===== src/sv/pss_pkg.sv =====
// Shared types and constants for the pixel saturation scaler.
`timescale 1ns / 1ps
`default_nettype none

package pss_pkg;

   localparam int unsigned CHAN_W      = 8;
   localparam int unsigned GAIN_W      = 12;
   localparam int unsigned GAIN_FRAC_W = 8;
   localparam int unsigned NUM_W       = 2 * CHAN_W;
   localparam int unsigned GPROD_W     = GAIN_W + CHAN_W;

   localparam logic [GAIN_W-1:0] GAIN_ONE = 12'd256;

   // divider: two quotient bits per stage
   localparam int unsigned DIV_STAGES    = 4;
   localparam int unsigned DIV_STEP_BITS = CHAN_W / DIV_STAGES;

   // front, multiply, prepare, divider stages, output register
   localparam int unsigned LATENCY = 3 + DIV_STAGES + 1;

   typedef struct packed {
      logic [CHAN_W-1:0] red_in;
      logic [CHAN_W-1:0] green_in;
      logic [CHAN_W-1:0] blue_in;
      logic [CHAN_W-1:0] alpha_in;
   } pixel_in_type;

   typedef struct packed {
      logic [CHAN_W-1:0] red_out;
      logic [CHAN_W-1:0] green_out;
      logic [CHAN_W-1:0] blue_out;
      logic [CHAN_W-1:0] alpha_out;
   } pixel_out_type;

endpackage

`default_nettype wire


===== src/sv/pss_divider.sv =====
// Pipelined restoring divider, 16-bit numerator below 256*den, 8-bit quotient.
`timescale 1ns / 1ps
`default_nettype none

module pss_divider (
   input  wire logic                        clock,
   input  wire logic [pss_pkg::NUM_W-1:0]   num,
   input  wire logic [pss_pkg::CHAN_W-1:0]  den,
   output logic      [pss_pkg::CHAN_W-1:0]  quo
);

   localparam int unsigned W      = pss_pkg::CHAN_W;
   localparam int unsigned Stages = pss_pkg::DIV_STAGES;
   localparam int unsigned Steps  = pss_pkg::DIV_STEP_BITS;

   logic [W-1:0] rem_src [Stages];
   logic [W-1:0] low_src [Stages];
   logic [W-1:0] quo_src [Stages];
   logic [W-1:0] den_src [Stages];

   logic [W-1:0] rem_in [Stages];
   logic [W-1:0] low_in [Stages];
   logic [W-1:0] quo_in [Stages];
   logic [W-1:0] rem_ff [Stages];
   logic [W-1:0] low_ff [Stages];
   logic [W-1:0] quo_ff [Stages];
   logic [W-1:0] den_ff [Stages];

   for (genvar s = 0; s < Stages; s++) begin : g_stage
      if (s == 0) begin : g_first
         // upper numerator half is already below den, so it seeds the remainder
         assign rem_src[s] = num[pss_pkg::NUM_W-1:W];
         assign low_src[s] = num[W-1:0];
         assign quo_src[s] = '0;
         assign den_src[s] = den;
      end else begin : g_next
         assign rem_src[s] = rem_ff[s-1];
         assign low_src[s] = low_ff[s-1];
         assign quo_src[s] = quo_ff[s-1];
         assign den_src[s] = den_ff[s-1];
      end

      always_comb begin : step_logic
         logic [W-1:0] rem;
         logic [W-1:0] low;
         logic [W-1:0] q;
         logic [W:0]   trial;
         rem = rem_src[s];
         low = low_src[s];
         q   = quo_src[s];
         for (int i = 0; i < Steps; i++) begin
            trial = {rem, low[W-1]};
            low   = {low[W-2:0], 1'b0};
            if (trial >= {1'b0, den_src[s]}) begin
               trial = trial - {1'b0, den_src[s]};
               q     = {q[W-2:0], 1'b1};
            end else begin
               q     = {q[W-2:0], 1'b0};
            end
            rem = trial[W-1:0];
         end
         rem_in[s] = rem;
         low_in[s] = low;
         quo_in[s] = q;
      end

      always_ff @(posedge clock) begin
         rem_ff[s] <= rem_in[s];
         low_ff[s] <= low_in[s];
         quo_ff[s] <= quo_in[s];
         den_ff[s] <= den_src[s];
      end
   end

   assign quo = quo_ff[Stages-1];

endmodule

`default_nettype wire


===== src/sv/pixel_saturation_scaler.sv =====
// Top level: RGBA8 pixel saturation scaler, fully pipelined.
`timescale 1ns / 1ps
`default_nettype none

// Scales the HSV saturation of each RGBA8 pixel by csr_wdata's gain (unsigned
// Q4.8, 256 = 1.0, reset 1.0), clamped so that saturation never exceeds 1.
// Hue and value (max channel) are kept, alpha passes through. Each channel
// becomes c' = v - ceil((v-c)*k), k = min(gain, v/delta), exact, no rounding
// of k. One transaction is taken every clock: busy is always low. The result
// appears on rsp_pixel with rsp_strobe high for one cycle; the receiver cannot
// stall. The pipeline has 8 stages: max/min, multipliers, compare and
// numerator prep, four stages of a two-bit-per-stage divider for the v/delta
// clamp path, and the output register. Write the gain register only while no
// transaction is in flight.

module pixel_saturation_scaler (
   input  wire logic                          clock,
   input  wire logic                          reset,
   // request channel
   input  wire logic                          start,
   output logic                               busy,
   input  wire pss_pkg::pixel_in_type         req_pixel,
   // response channel
   output logic                               rsp_strobe,
   output pss_pkg::pixel_out_type             rsp_pixel,
   // gain register
   input  wire logic                          csr_we,
   input  wire logic [pss_pkg::GAIN_W-1:0]    csr_wdata
);

   localparam int unsigned CW  = pss_pkg::CHAN_W;
   localparam int unsigned GW  = pss_pkg::GAIN_W;
   localparam int unsigned PW  = pss_pkg::GPROD_W;
   localparam int unsigned NW  = pss_pkg::NUM_W;
   localparam int unsigned FW  = pss_pkg::GAIN_FRAC_W;
   localparam int unsigned DS  = pss_pkg::DIV_STAGES;
   localparam int unsigned NCH = 3;

   // data that rides alongside the divider
   typedef struct packed {
      logic [CW-1:0]          v;
      logic [CW-1:0]          alpha;
      logic                   clamp;
      logic [NCH-1:0][GW-1:0] sub_g;
   } side_type;

   // receiver has no back-pressure, so input is always open
   assign busy = 1'b0;

   logic accept;
   assign accept = start && !busy;

   // gain register
   logic [GW-1:0] gain_ff;
   always_ff @(posedge clock) begin
      if (reset) begin
         gain_ff <= pss_pkg::GAIN_ONE;
      end else if (csr_we) begin
         gain_ff <= csr_wdata;
      end
   end

   // stage 1: max, min, per-channel distance to max
   logic [NCH-1:0][CW-1:0] chan;
   logic [CW-1:0]          v_in;
   logic [CW-1:0]          mn_in;
   logic [NCH-1:0][CW-1:0] d_in;

   assign chan[0] = req_pixel.red_in;
   assign chan[1] = req_pixel.green_in;
   assign chan[2] = req_pixel.blue_in;

   always_comb begin
      v_in  = chan[0];
      mn_in = chan[0];
      for (int i = 1; i < NCH; i++) begin
         if (chan[i] > v_in) begin
            v_in = chan[i];
         end
         if (chan[i] < mn_in) begin
            mn_in = chan[i];
         end
      end
      for (int i = 0; i < NCH; i++) begin
         d_in[i] = v_in - chan[i];
      end
   end

   logic                   s1_vld_ff;
   logic [CW-1:0]          s1_v_ff;
   logic [CW-1:0]          s1_delta_ff;
   logic [CW-1:0]          s1_alpha_ff;
   logic [NCH-1:0][CW-1:0] s1_d_ff;

   always_ff @(posedge clock) begin
      if (reset) begin
         s1_vld_ff <= 1'b0;
      end else begin
         s1_vld_ff <= accept;
      end
   end

   always_ff @(posedge clock) begin
      s1_v_ff     <= v_in;
      s1_delta_ff <= v_in - mn_in;
      s1_alpha_ff <= req_pixel.alpha_in;
      s1_d_ff     <= d_in;
   end

   // stage 2: products
   logic                   s2_vld_ff;
   logic [CW-1:0]          s2_v_ff;
   logic [CW-1:0]          s2_delta_ff;
   logic [CW-1:0]          s2_alpha_ff;
   logic [PW-1:0]          s2_gd_ff;
   logic [NCH-1:0][PW-1:0] s2_dg_ff;
   logic [NCH-1:0][NW-1:0] s2_dv_ff;

   always_ff @(posedge clock) begin
      if (reset) begin
         s2_vld_ff <= 1'b0;
      end else begin
         s2_vld_ff <= s1_vld_ff;
      end
   end

   always_ff @(posedge clock) begin
      s2_v_ff     <= s1_v_ff;
      s2_delta_ff <= s1_delta_ff;
      s2_alpha_ff <= s1_alpha_ff;
      s2_gd_ff    <= PW'(gain_ff) * PW'(s1_delta_ff);
      for (int i = 0; i < NCH; i++) begin
         s2_dg_ff[i] <= PW'(s1_d_ff[i]) * PW'(gain_ff);
         s2_dv_ff[i] <= NW'(s1_d_ff[i]) * NW'(s1_v_ff);
      end
   end

   // stage 3: clamp decision, gain-path subtrahend (rounded up),
   // divider numerator with ceiling bias. A grey pixel never clamps.
   logic                   s3_vld_ff;
   logic [CW-1:0]          s3_delta_ff;
   side_type               s3_side_ff;
   logic [NCH-1:0][NW-1:0] s3_num_ff;

   always_ff @(posedge clock) begin
      if (reset) begin
         s3_vld_ff <= 1'b0;
      end else begin
         s3_vld_ff <= s2_vld_ff;
      end
   end

   always_ff @(posedge clock) begin
      logic [PW-1:0] biased;
      s3_delta_ff       <= s2_delta_ff;
      s3_side_ff.v      <= s2_v_ff;
      s3_side_ff.alpha  <= s2_alpha_ff;
      s3_side_ff.clamp  <= s2_gd_ff > {{(PW-CW-FW){1'b0}}, s2_v_ff, {FW{1'b0}}};
      for (int i = 0; i < NCH; i++) begin
         biased              = s2_dg_ff[i] + PW'(pss_pkg::GAIN_ONE - 1'b1);
         s3_side_ff.sub_g[i] <= biased[PW-1:FW];
         s3_num_ff[i]        <= s2_dv_ff[i] + NW'(s2_delta_ff) - NW'(1);
      end
   end

   // stages 4..7: dividers for the clamp path, quotient = ceil(d*v/delta)
   logic [NCH-1:0][CW-1:0] quo;

   for (genvar c = 0; c < NCH; c++) begin : g_div
      pss_divider u_div (
         .clock (clock),
         .num   (s3_num_ff[c]),
         .den   (s3_delta_ff),
         .quo   (quo[c])
      );
   end

   logic     dly_vld_ff  [DS];
   side_type dly_side_ff [DS];

   always_ff @(posedge clock) begin
      if (reset) begin
         for (int k = 0; k < DS; k++) begin
            dly_vld_ff[k] <= 1'b0;
         end
      end else begin
         dly_vld_ff[0] <= s3_vld_ff;
         for (int k = 1; k < DS; k++) begin
            dly_vld_ff[k] <= dly_vld_ff[k-1];
         end
      end
   end

   always_ff @(posedge clock) begin
      dly_side_ff[0] <= s3_side_ff;
      for (int k = 1; k < DS; k++) begin
         dly_side_ff[k] <= dly_side_ff[k-1];
      end
   end

   // stage 8: pick subtrahend, subtract from value
   side_type               fin;
   logic [NCH-1:0][CW-1:0] res_in;

   assign fin = dly_side_ff[DS-1];

   always_comb begin
      logic [GW-1:0] sub;
      for (int i = 0; i < NCH; i++) begin
         sub = fin.clamp ? GW'(quo[i]) : fin.sub_g[i];
         if (sub > GW'(fin.v)) begin
            sub = GW'(fin.v);
         end
         res_in[i] = fin.v - sub[CW-1:0];
      end
   end

   logic                   out_vld_ff;
   pss_pkg::pixel_out_type out_pix_ff;

   always_ff @(posedge clock) begin
      if (reset) begin
         out_vld_ff <= 1'b0;
      end else begin
         out_vld_ff <= dly_vld_ff[DS-1];
      end
   end

   always_ff @(posedge clock) begin
      out_pix_ff.red_out   <= res_in[0];
      out_pix_ff.green_out <= res_in[1];
      out_pix_ff.blue_out  <= res_in[2];
      out_pix_ff.alpha_out <= fin.alpha;
   end

   assign rsp_strobe = out_vld_ff;
   assign rsp_pixel  = out_pix_ff;

endmodule

`default_nettype wire


===== config.mk =====
export PLATFORM = sky130hd
export DESIGN_NAME = pixel_saturation_scaler
export DESIGN_NICKNAME = d
export VERILOG_FILES = /design/src/sv/pss_pkg.sv /design/src/sv/pss_divider.sv /design/src/sv/pixel_saturation_scaler.sv
export SDC_FILE = /design/constraint.sdc
export NUM_CORES = 2
export LEC_CHECK = 0
export ABC_CLOCK_PERIOD_IN_PS = 7200
export BUFFER_PORTS_ARGS = -buffer_cell sky130_fd_sc_hd__buf_4
export CORE_MARGIN = 1
export CORE_UTILIZATION = 40
export CTS_BUF_LIST = sky130_fd_sc_hd__clkbuf_8
export CTS_CLUSTER_DIAMETER = 40
export DETAILED_ROUTE_END_ITERATION = 6
export HOLD_SLACK_MARGIN = 0.08
export PLACE_DENSITY = 0.56
export SYNTH_ARGS = -nofsm -noshare
export SYNTH_HDL_FRONTEND = slang
export SYNTH_HIERARCHICAL = 1
export SYNTH_SLANG_ARGS = --single-unit

===== constraint.sdc =====
create_clock -name clock -period 7.2 [get_ports clock]
set_input_delay 1.44 -clock clock [delete_from_list [all_inputs] [get_ports clock]]
set_output_delay 1.44 -clock clock [all_outputs]
set_load 0.02 [all_outputs]

==> impl_metrics.env <==
export IMPL_synth_cells=5369
export IMPL_distinct_cell_type_count_of_the_synthesized_netlist=91
export IMPL_clock_root_buffer="sky130_fd_sc_hd__clkbuf_8"
export IMPL_start_kind="primary input"
export IMPL_cts_inserted_buffers=148
export IMPL_vias=35200
export IMPL_final_net_count=6567
export IMPL_crit_arrival_ns=6.86
export IMPL_tns_ns=0
export IMPL_result_of_the_run="finished clean"
export IMPL_timing_final_hold_violations=0
export IMPL_synth_warning_count=6
export IMPL_setup_violations=0
export IMPL_worstHoldPathType="flip-flop to flip-flop"
export IMPL_critical_path_max_fanout=8
export IMPL_grt_first_pass_wirelength_mm=185
export IMPL_core_area_um2=128000
export IMPL_floorplan_initialDensity=0.404
export IMPL_critical_path_required_ns=7.93
export IMPL_timing_worst_slew_pin_value_ns=1.07
export IMPL_synth_avg_cell_area_um2=9.59
export IMPL_synth_simple_gate_area_share=0.130
export IMPL_grt_setup_unrepaired="no"
export IMPL_syn_to_final_growth_pct=11.3
export IMPL_syn_num_nets=6421
export IMPL_yosysTopAreaCell="sky130_fd_sc_hd__dfxtp_1"
export IMPL_hold_buffers=0
export IMPL_numPortBuffers=80
export IMPL_insertion_delay_ns=0.85
export IMPL_ports=82
export IMPL_die_w_um=361
export IMPL_finClkSkew_ns=0.0527
export IMPL_avgRoutedWirePerCell_um=15.7
export IMPL_post_synth_mux_area_share=0.0349
export IMPL_syn_cell_area_um2=51500
export IMPL_ant_nets=0
export IMPL_setup_cp_type="primary input to flip-flop"
export IMPL_grt_remaining_overflow=0
export IMPL_die_area_um2=130000
export IMPL_most_used_standard_cells_in_the_synthesized_netlist="sky130_fd_sc_hd__inv_1 (834), sky130_fd_sc_hd__dfxtp_1 (813), sky130_fd_sc_hd__ha_1 (626)"
export IMPL_clock_path_buffers=3
export IMPL_drt_initial_drc_count=1555
export IMPL_synth_area_leaders="sky130_fd_sc_hd__dfxtp_1 (32%), sky130_fd_sc_hd__ha_1 (15%), sky130_fd_sc_hd__fa_1 (15%)"
export IMPL_core_rowCount=131
export IMPL_dominantRegCellSynth="sky130_fd_sc_hd__dfxtp_1"
export IMPL_synth_adder_area_share=0.299
export IMPL_drt_total_wl_mm=114
export IMPL_synth_most_common_cell="sky130_fd_sc_hd__inv_1"
export IMPL_grt_total_usage=0.178
export IMPL_routed_via_count_divided_by_cell_count=4.82
export IMPL_via_count_of_the_first_global_routing_pass=35100
export IMPL_synth_enable_flop_cells=0
export IMPL_combinational_family_with_the_most_area_after_synthesis="adder cells"
export IMPL_antenna_found_initial=6
export IMPL_post_route_cells_drive_above_1_share=0.0946
export IMPL_post_route_fraction_of_the_period_consumed_by_the_critical_path=0.851
export IMPL_grt_max_degree=34
export IMPL_tritoncts="yes"
export IMPL_post_cts_setup_buffer_count=0
export IMPL_async_reset_ff_frac=0
export IMPL_cap_violations=0
export IMPL_timing_final_max_slew_violations=0
export IMPL_relSlewSlack=0.281
export IMPL_hold_worst_slack_ns=0.310
export IMPL_place_hpwl_mm=89.2
export IMPL_critPathCaptureType="flip-flop"
export IMPL_seq_area_frac_synth=0.316
export IMPL_compound_cell_area_share_of_the_yosys_netlist=0.103
export IMPL_detailedRoute_firstPassIterationCount=5
export IMPL_gp_routability_congestion=0.862
export IMPL_synthDominantCellAreaShare=0.316
export IMPL_synth_ff_latch_count=813
export IMPL_yosys_area_share_xor_xnor=0.0459
export IMPL_cts_num_sinks=813
export IMPL_cts_repair_resize_count=0
export IMPL_cts_htree_levels=4
export IMPL_die_h_um=361
export IMPL_fmax_mhz=163
export IMPL_drc=0
export IMPL_clk_transition_reported_paths_ns=0.06
export IMPL_finalCriticalPeriod_ns=6.13
[sequential cells by signal, summed over array words and instances, names as in the netlist, 12 cells and up]
register            count
s3_side_ff             53
s1_d_ff                24
s2_dv_ff               48
rsp_pixel              32
g_div.u_div/quo_ff     60
dly_side_ff           212
g_div.u_div/rem_ff     72
s3_num_ff              48
g_div.u_div/den_ff     72
g_div.u_div/low_ff     36
gain_ff                12
s2_gd_ff               20
s2_dg_ff               60
[logic make-up (layout without fill, tap and decap cells)]
kind of cell / after synthesis / count (layout)
AOI/OAI and AO/OA: 804 / 804
and+or+nand+nor: 1348 / 1348
buffers and inverters: 967 / 1222
adders and majority gates: 1004 / 1004
xor gates and xnor gates: 270 / 270
muxes: 162 / 162
DFF: 813 / 813
other: 1 / 9
[final cells by class]
class                   count  area (µm²)
well taps                1662        2080
diodes                      8        20.0
flip-flops and latches    813       16300
multi-input cells        3589       31500
inverters                 834        3130
repair buffers            129         968
clock buffers             175        2410
fillers                 12300       70200
clock inverters            84         860
[through the flow]
| step | setup slack, ns | cell area [µm²] | util | instances |
|---|---|---|---|---|
| 2_1_floorplan | 0.915 | 51500 | - | 5369 |
| 3_5_place_dp | 0.200 | 54000 | 0.423 | 7027 |
| 4_1_cts | 1.10 | 57300 | 0.449 | 7286 |
| 3_3_place_gp | 0.274 | 54000 | 0.423 | 7027 |
| 5_1_grt | 0.541 | 57300 | 0.449 | 7288 |
| 6_report | 1.07 | 57300 | 0.449 | 7294 |
[final timing paths]
| path | from | endpoint | slack [ns] | cells past startpoint |
|---|---|---|---|---|
| setup / recovery | req_pixel[28] | s1_d_ff[15]$_DFF_P_ | 1.07 | 27 |
| hold / removal | s3_side_ff[10]$_DFF_P_ | dly_side_ff[0][10]$_DFF_P_ | 0.31 | 0 |
| setup reg to reg | gain_ff[0]$_SDFFE_PP0P_ | s2_dg_ff[39]$_DFF_P_ | 1.48 | 23 |
| hold reg to reg | s3_side_ff[10]$_DFF_P_ | dly_side_ff[0][10]$_DFF_P_ | 0.31 | 0 |
[critical path, cell delays in order]
cell                       delay (ns)
sky130_fd_sc_hd__buf_4           0.09
sky130_fd_sc_hd__inv_1           0.07
sky130_fd_sc_hd__ha_1            0.35
sky130_fd_sc_hd__nand3_2         0.11
sky130_fd_sc_hd__o21bai_1        0.18
sky130_fd_sc_hd__a31o_2          0.30
sky130_fd_sc_hd__a21o_1          0.30
sky130_fd_sc_hd__o21ai_0         0.29
sky130_fd_sc_hd__inv_1           0.16
sky130_fd_sc_hd__ha_1            0.33
sky130_fd_sc_hd__a21o_1          0.17
sky130_fd_sc_hd__a21oi_1         0.12
sky130_fd_sc_hd__o21ai_0         0.18
sky130_fd_sc_hd__a21o_1          0.26
sky130_fd_sc_hd__a21oi_2         0.41
sky130_fd_sc_hd__nor2_1          0.08
sky130_fd_sc_hd__a21oi_1         0.35
sky130_fd_sc_hd__ha_1            0.28
sky130_fd_sc_hd__nor2b_1         0.06
sky130_fd_sc_hd__o21ai_0         0.16
sky130_fd_sc_hd__nand2b_1        0.10
sky130_fd_sc_hd__a21o_1          0.18
sky130_fd_sc_hd__a21o_1          0.21
sky130_fd_sc_hd__a21o_1          0.19
sky130_fd_sc_hd__a21oi_1         0.16
sky130_fd_sc_hd__xor2_1          0.19
sky130_fd_sc_hd__xnor2_1         0.14
[cell usage in the layout, fill, tap and decap left out, types with 44 or more instances in the layout]
master / n
sky130_fd_sc_hd__a21o_1: 74
sky130_fd_sc_hd__a21oi_1: 246
sky130_fd_sc_hd__and2_1: 313
sky130_fd_sc_hd__buf_4: 129
sky130_fd_sc_hd__clkbuf_8: 175
sky130_fd_sc_hd__dfxtp_1: 811
sky130_fd_sc_hd__fa_1: 378
sky130_fd_sc_hd__ha_1: 626
sky130_fd_sc_hd__inv_1: 863
sky130_fd_sc_hd__mux2_2: 111
sky130_fd_sc_hd__mux2i_1: 44
sky130_fd_sc_hd__nand2_1: 428
sky130_fd_sc_hd__nand2b_1: 59
sky130_fd_sc_hd__nand3_1: 49
sky130_fd_sc_hd__nor2_1: 255
sky130_fd_sc_hd__nor2b_1: 77
sky130_fd_sc_hd__o21a_1: 51
sky130_fd_sc_hd__o21ai_0: 179
sky130_fd_sc_hd__xnor2_1: 191
sky130_fd_sc_hd__xor2_1: 79
[layer usage]
| metal | global-route usage | vias up | part of all wire |
|---|---|---|---|
| li1 | - | 17800 | - |
| met1 | 0.241 | 16600 | 0.49 |
| met2 | 0.281 | 613 | 0.44 |
| met3 | 0.0351 | 187 | 0.046 |
| met4 | 0.0647 | 4 | 0.031 |
| met5 | 0 | - | 0.00025 |
Power is left out: the tool's default activity adds up to more than one toggle a clock period on the data nets, which glitch-free logic cannot reach.
